[src/hw/rtl/bct_pkg.sv]
// Package for the binomial coefficient table: widths, status codes,
// microcode encoding and the control program ROM.
// No dependencies; used by every module of the block.
package bct_pkg;

   localparam int MAX_N    = 32;
   localparam int MAX_K    = MAX_N / 2;
   localparam int N_W      = 6;
   localparam int K_W      = 6;
   localparam int COEF_W   = 31;
   localparam int STATUS_W = 2;
   localparam int FOLD_W   = $clog2(MAX_K + 1);
   localparam int ROW_W    = $clog2(MAX_K);
   localparam int COL_W    = $clog2(MAX_N - 1);
   localparam int ADDR_W   = ROW_W + COL_W;
   localparam int STORE_DEPTH = 1 << ADDR_W;
   localparam int STEP_W   = 4;

   localparam logic [STATUS_W-1:0] ST_OK    = 2'd0;
   localparam logic [STATUS_W-1:0] ST_ORDER = 2'd1;
   localparam logic [STATUS_W-1:0] ST_RANGE = 2'd2;

   typedef logic [STEP_W-1:0] step_type;

   localparam step_type STEP_IDLE   = 4'd0;
   localparam step_type STEP_DECODE = 4'd1;
   localparam step_type STEP_TRIV   = 4'd2;
   localparam step_type STEP_COVER  = 4'd3;
   localparam step_type STEP_FRD    = 4'd4;
   localparam step_type STEP_FWR    = 4'd5;
   localparam step_type STEP_LOOK   = 4'd6;
   localparam step_type STEP_OUT    = 4'd7;
   localparam step_type STEP_ONE    = 4'd8;
   localparam step_type STEP_BAD    = 4'd9;

   typedef enum logic [3:0] {
      OP_NOP,
      OP_LOAD,
      OP_INIT_FILL,
      OP_FILL_READ,
      OP_FILL_WRITE,
      OP_LOOK_READ,
      OP_EMIT_MEM,
      OP_EMIT_ONE,
      OP_EMIT_BAD
   } op_type;

   typedef enum logic [2:0] {
      CD_NEVER,
      CD_ALWAYS,
      CD_NO_START,
      CD_BAD,
      CD_K_ZERO,
      CD_COVERED,
      CD_FILL_MORE
   } cond_type;

   typedef struct packed {
      op_type   op;
      cond_type cond;
      step_type target;
   } uword_type;

   typedef struct packed {
      logic bad;
      logic k_zero;
      logic covered;
      logic fill_more;
   } flags_type;

   function automatic uword_type ucode_rom(step_type step);
      uword_type w;
      w = '{op: OP_NOP, cond: CD_ALWAYS, target: STEP_IDLE};
      unique case (step)
         STEP_IDLE:   w = '{op: OP_LOAD,       cond: CD_NO_START,  target: STEP_IDLE};
         STEP_DECODE: w = '{op: OP_NOP,        cond: CD_BAD,       target: STEP_BAD};
         STEP_TRIV:   w = '{op: OP_NOP,        cond: CD_K_ZERO,    target: STEP_ONE};
         STEP_COVER:  w = '{op: OP_INIT_FILL,  cond: CD_COVERED,   target: STEP_LOOK};
         STEP_FRD:    w = '{op: OP_FILL_READ,  cond: CD_NEVER,     target: STEP_IDLE};
         STEP_FWR:    w = '{op: OP_FILL_WRITE, cond: CD_FILL_MORE, target: STEP_FRD};
         STEP_LOOK:   w = '{op: OP_LOOK_READ,  cond: CD_NEVER,     target: STEP_IDLE};
         STEP_OUT:    w = '{op: OP_EMIT_MEM,   cond: CD_ALWAYS,    target: STEP_IDLE};
         STEP_ONE:    w = '{op: OP_EMIT_ONE,   cond: CD_ALWAYS,    target: STEP_IDLE};
         STEP_BAD:    w = '{op: OP_EMIT_BAD,   cond: CD_ALWAYS,    target: STEP_IDLE};
         default:     w = '{op: OP_NOP,        cond: CD_ALWAYS,    target: STEP_IDLE};
      endcase
      return w;
   endfunction

endpackage

[src/hw/rtl/bct_seq.sv]
// Microcode sequencer: step counter, program ROM lookup and jump logic.
// Depends on bct_pkg.
module bct_seq (
   input  logic                clock,
   input  logic                reset,
   input  logic                start,
   input  bct_pkg::flags_type  flags,
   output bct_pkg::uword_type  uword,
   output logic                busy
);
   import bct_pkg::*;

   step_type step_ff;
   step_type step_in;
   logic     take_jump;

   assign uword = ucode_rom(step_ff);
   assign busy  = (step_ff != STEP_IDLE);

   always_comb begin
      unique case (uword.cond)
         CD_NEVER:     take_jump = 1'b0;
         CD_ALWAYS:    take_jump = 1'b1;
         CD_NO_START:  take_jump = !start;
         CD_BAD:       take_jump = flags.bad;
         CD_K_ZERO:    take_jump = flags.k_zero;
         CD_COVERED:   take_jump = flags.covered;
         CD_FILL_MORE: take_jump = flags.fill_more;
         default:      take_jump = 1'b1;
      endcase
   end

   always_comb begin
      step_in = take_jump ? uword.target : step_ff + step_type'(1);
   end

   always_ff @(posedge clock) begin
      if (reset) begin
         step_ff <= STEP_IDLE;
      end else begin
         step_ff <= step_in;
      end
   end

endmodule

[config.mk]
export PLATFORM = sky130hd
export DESIGN_NAME = bct_seq
export DESIGN_NICKNAME = d
export VERILOG_FILES = /design/src/hw/rtl/bct_pkg.sv /design/src/hw/rtl/bct_seq.sv
export SDC_FILE = /design/constraint.sdc
export NUM_CORES = 1
export LEC_CHECK = 0
export BUFFER_PORTS_ARGS = -buffer_cell sky130_fd_sc_hd__buf_2
export CAP_MARGIN = 20
export CORE_MARGIN = 4
export CORE_UTILIZATION = 40
export DETAILED_ROUTE_END_ITERATION = 8
export GPL_TIMING_DRIVEN = 1
export MAX_ROUTING_LAYER = met4
export PLACE_DENSITY_LB_ADDON = 0.08
export SLEW_MARGIN = 40
export SYNTH_ARGS = -nofsm -noshare
export SYNTH_HDL_FRONTEND = slang
export SYNTH_SLANG_ARGS = --single-unit
[constraint.sdc]
create_clock -name clock -period 3.1 [get_ports clock]
set_clock_uncertainty 0.2 [all_clocks]
set_input_delay 0 -clock clock [delete_from_list [all_inputs] [get_ports clock]]
set_output_delay 0 -clock clock [all_outputs]
set_load 0.01 [all_outputs]
# Yosys cells after proc, flatten, opt, wreduce, memory -nomap -nowiden
# Memories as Yosys holds them, arrays and structs flattened. A register that Yosys moved wholly into a read port is not among the register bits.
# Cells that the tools add are included.
[totals] register_bits=4 latch_bits=0 ramBits=0 mem_bits_ro=176 inputBits=7 out_inout_bits=12 wordCells=14 n_memories=1
[op_classes] add_sub_neg=1 n_mul=0 div=0 order_cmp=0 eq_ne=5 shifts=0 mux=3 bitwise=0 n_reduce_logical=3
[mem_list] name="(no name shown)" depth=16 word_bits=11 read_ports=1 rd_ports_with_merged_regs=1 write_ports=0 line="bct_pkg.sv:74" rtl="unique case (step)"
[ops] cell="3-bit equality test, second input constant" n=3
[ops] cell="4-bit 2-to-1 mux" n=2
[ops] cell="3-bit by 2-bit equality test with 1-bit output, second input constant" n=2
[ops] cell="1-bit case mux with 6 select lines" n=1
[ops] cell="4-bit by 1-bit adder with 4-bit output, second input constant" n=1
[ops] cell="4-bit nonzero test" n=1
[ops] cell="3-bit zero test" n=1
[ops] cell="1-bit zero test" n=1

# Logic depth before layout (Yosys ltp)
[depth] depth_word=4 depth_mapped=9 mapped_depth_nobuf=9

# Worst setup path before layout
# OpenSTA, ideal clock, no wires.
[synth_timing] kind="reg-to-reg" start="register uword[4] (netlist name)" end="register uword[8] (netlist name)" setup_time_ps=123 t_arrival_ps=1976 required_ps=2777 path_slack_ps=801 path_stages_with_launch=10 path_buffers=0 synth_period_minus_slack_ps=2299 path_cell_list="dfxtp_1 -> or3_4 -> o311ai_1 -> o21ai_0 -> a21oi_2 -> inv_1 -> ha_1 -> inv_1 -> mux2i_1 -> o21ai_0"
[synth_via] elab_chain_cells=4 elab_cells_between_ends=9 classes_between="eq/ne (5); mux (3); reduce/logical (1)"
[synth_lines] item="3-bit equality test, or another cell as far along" line="bct_seq.sv:21" rtl="unique case (uword.cond)"
[synth_lines] item="1-bit case mux with 6 select lines (*)" line="bct_seq.sv:21"
[synth_lines] item="4-bit 2-to-1 mux (*)" line="bct_seq.sv:34" rtl="step_in = take_jump ? uword.target : step_ff + step_type'(1);"
[synth_lines] item="4-bit 2-to-1 mux (no line) (*)"
# Every way passes the cells marked *; elsewhere a longest branch is shown, timed or not.
# A chain may end at the register's enable or synchronous reset.

# Worst setup path in the final report
[layout_timing] start="register uword[4] (netlist name)" end="register uword[8] (netlist name)"
[layout_via] elab_chain_cells=4 elab_cells_between_ends=9 classes_between="eq/ne (5); mux (3); reduce/logical (1)"
[layout_lines] item="3-bit equality test, or another cell as far along" line="bct_seq.sv:21"
[layout_lines] item="1-bit case mux with 6 select lines (*)" line="bct_seq.sv:21"
[layout_lines] item="4-bit 2-to-1 mux (*)" line="bct_seq.sv:34"
[layout_lines] item="4-bit 2-to-1 mux (no line) (*)"
# Marked as above.

==> flow_summary.toml <==
[power_and_ir_drop]
total_leakage_power_nw = 0.422
power_mw = 0.850
worst_ir_drop_vdd_v = 0.000386
p_per_area_nw_per_um2 = 916

[global_route]
initial_antenna_violation_count = 0
grt_usage_pct = 13.1
busiest_layer = "met2"
first_global_vias = 601
grt_util_met3_pct = 2.87
wire_length_of_the_first_global_routing_pass_um = 2590
global_route_total_overflow = 0
grt_start_max_net_pins = 14
met2_track_demand_over_resource_in_global_routing_pct = 19.0
grt_util_met1_pct = 17.0

[final_layout]
antenna_cells_inserted = 0
area_delta_synth_final_pct = 19.3
final_layout_size_suffix_gt1_share_pct = 35.4
nNetsFinal = 113

[worst_setup_path]
cp_slowest_stage_delay_ns = 0.42
cpLargestDelayFamily = "compound AO/OA/AOI/OAI gates"
setup.worst_path.start_class = "flop"
timing.critical_path.to_type = "flop"
critical_path_cell_with_the_highest_stage_delay = "sky130_fd_sc_hd__or3_4"
cp_data_required_time_ns = 3.12
timing.critical_path.arrival_ns = 2.50
criticalPathCategory = "flop to flop"
cp_cell_sequence = "or3_4 > o311ai_1 > o21ai_0 > a21oi_2 > inv_1 > ha_1 > inv_1 > mux2i_1 > o21ai_0"
path_buf_inv = 2
critical_path.max_fanout = 8

[clock_network]
numCtsBuffers = 3
clock_latency_ns = 0.28
cts.path.max_buffers = 2
cts.sink_count = 15
h-tree-depth = 1
cts_root_buffer = "sky130_fd_sc_hd__clkbuf_4"
worst_setup_hold_path_clk_slew_ns = 0.09
cts_tree = "yes"
post_cts.repair.setup_buffers = 0

[die]
floorplan.io_pins = 19
chipWidth_um = 52.1
die_area_sq_um = 2710
core_sq_um = 1780
die-height_um = 52.1
rows = 15
initial_core_util_pct = 43.6

[timing]
slew_headroom_pct = 70.0
grt_setup_unrepaired = "false"
post-route-min-period_ns = 2.49
post-route-period-util_pct = 80.3
finish_stage_setup_viols = 0
final-hold-violation-count = 0
slew_violations = 0
fin_setup_tns_ns = 0
worst_slew_pin_slew_ns = 0.450
fmax_mhz = 402

[logic_synthesis]
post_synth_num_cell_types = 32
synth_async_sr_flop_share_pct = 0
syn-cell-area_sq_um = 777
number_of_enable_flip_flop_cells_after_synthesis = 0
syn-mean-instance-area_sq_um = 10.1
flop_and_latch_count_out_of_synthesis = 15
syn-num-nets = 90
ys_seq_area_share_pct = 38.6
post_synth_inst_count = 77
synthesis.yosys.warnings = 0
yosys_most_used_dff = "sky130_fd_sc_hd__dfxtp_1"

[routing]
first_iter_violations = 6
drc_errors = 0
dr_total_vias = 597
detail_route.vias_per_cell = 4.81
detailedRoute.firstPassIterationCount = 4
routed_wire_length_per_instance_um = 11.7
ant_nets = 0
drt_wirelength_um = 1450

[placed_design]
gp_congestion = 0.769
place.detailed.hpwl_um = 1130
numPortBuffers = 18

[status]
result_of_the_run = "complete, no violations"

[hold_path]
hp-class = "input pin to flop"

[job]
maxCapViolations = 0
power breakdown:
part           total (mW)  switching, mW  internal, mW
Combinational       0.430          0.243         0.187
Sequential          0.310         0.0519         0.258
Clock               0.109         0.0610        0.0479
path summary, 6_finish.rpt:
| kind | startpoint | endpoint | slack, ns | cells past startpoint |
|---|---|---|---|---|
| hold reg to reg | uword[1]$_SDFF_PP0_ | step_ff[1]$_SDFF_PP0_ | 0.34 | 2 |
| setup / recovery | uword[4]$_SDFF_PP1_ | uword[8]$_DFF_P_ | 0.61 | 9 |
| setup reg to reg | uword[4]$_SDFF_PP1_ | uword[8]$_DFF_P_ | 0.61 | 9 |
| hold / removal | flags[1] | step_ff[1]$_SDFF_PP0_ | 0.16 | 5 |
stage by stage:
step	utilization, %	std cells	setup slack (ns)	cell area, sq um	hold slack (ns)
floorplan	-	77	0.801	777	-0.131
global placement	49.9	119	0.708	890	0.0909
detailed placement	49.9	119	0.639	890	0.0995
CTS	52.0	124	0.627	927	0.156
global route	52.0	124	0.419	927	0.208
finish	52.0	124	0.612	927	0.158
timing repair:
item                      in CTS  in global routing
hold buffers                   1                  0
hold endpoints to repair       7                  0
resized for setup              0                  0
synthesized netlist by cell type, drive strengths merged, types with 3 or more instances:
| library cell | n | area, sq um |
|---|---|---|
| a21oi | 6 | 45.1 |
| dfxtp | 15 | 300 |
| ha | 6 | 75.1 |
| inv | 7 | 26.3 |
| nand2 | 6 | 30.0 |
| nand3 | 4 | 20.0 |
| nor2 | 4 | 17.5 |
| nor3 | 3 | 15.0 |
| o21ai | 3 | 15.0 |
layer usage:
| metal | part of all wire [%] | wire length, um | up-vias |
|---|---|---|---|
| li1 | - | - | 315 |
| met1 | 50 | 726 | 266 |
| met2 | 42 | 610 | 12 |
| met3 | 5.7 | 82 | 4 |
| met4 | 2.0 | 29 | 0 |
| met5 | 0 | 0 | - |
cell families (layout without fill, tap and decap cells):
logic type	count (synthesis)	count (layout)	share of synthesized area, %
muxes	1	1	1.29
buffers and inverters	9	31	5.47
xor gates and xnor gates	2	2	2.25
adders and majority gates	6	6	9.66
DFF	15	15	38.6
AOI/OAI and AO/OA	18	18	21.4
and+or+nand+nor	26	26	21.3
flip-flops by register name, indices dropped and copies added, names as in the netlist:
signal   flops
uword       11
step_ff      4
tightest hold or removal path: stages:
cell and delay, ns:
sky130_fd_sc_hd__buf_2 0.10, sky130_fd_sc_hd__nor2_1 0.12, sky130_fd_sc_hd__a31oi_1 0.16, sky130_fd_sc_hd__nand3_1 0.15, sky130_fd_sc_hd__a21oi_1 0.08
layout make-up:
class | instances | area [sq um]
fillers | 183 | 856
multi-input cells | 53 | 434
flip-flops and latches | 15 | 300
repair buffers | 20 | 108
well taps | 25 | 31.3
inverters | 7 | 26.3
clock buffers | 3 | 22.5
clock inverters | 1 | 5.00
placed cells by master (no fill, tap or decap), types with 2 or more instances in the layout:
cell type and count:
sky130_fd_sc_hd__dfxtp_1 15, sky130_fd_sc_hd__nand2b_1 2, sky130_fd_sc_hd__buf_2 18, sky130_fd_sc_hd__clkbuf_4 3
sky130_fd_sc_hd__inv_1 7, sky130_fd_sc_hd__o21ai_0 3, sky130_fd_sc_hd__nor3_1 3, sky130_fd_sc_hd__xor2_1 2
sky130_fd_sc_hd__nand3_1 4, sky130_fd_sc_hd__a211oi_2 2, sky130_fd_sc_hd__nand2_1 5, sky130_fd_sc_hd__nor2_1 3
sky130_fd_sc_hd__ha_1 6, sky130_fd_sc_hd__a21oi_1 4, sky130_fd_sc_hd__o31ai_1 2
(Power assumes the default switching activity.)
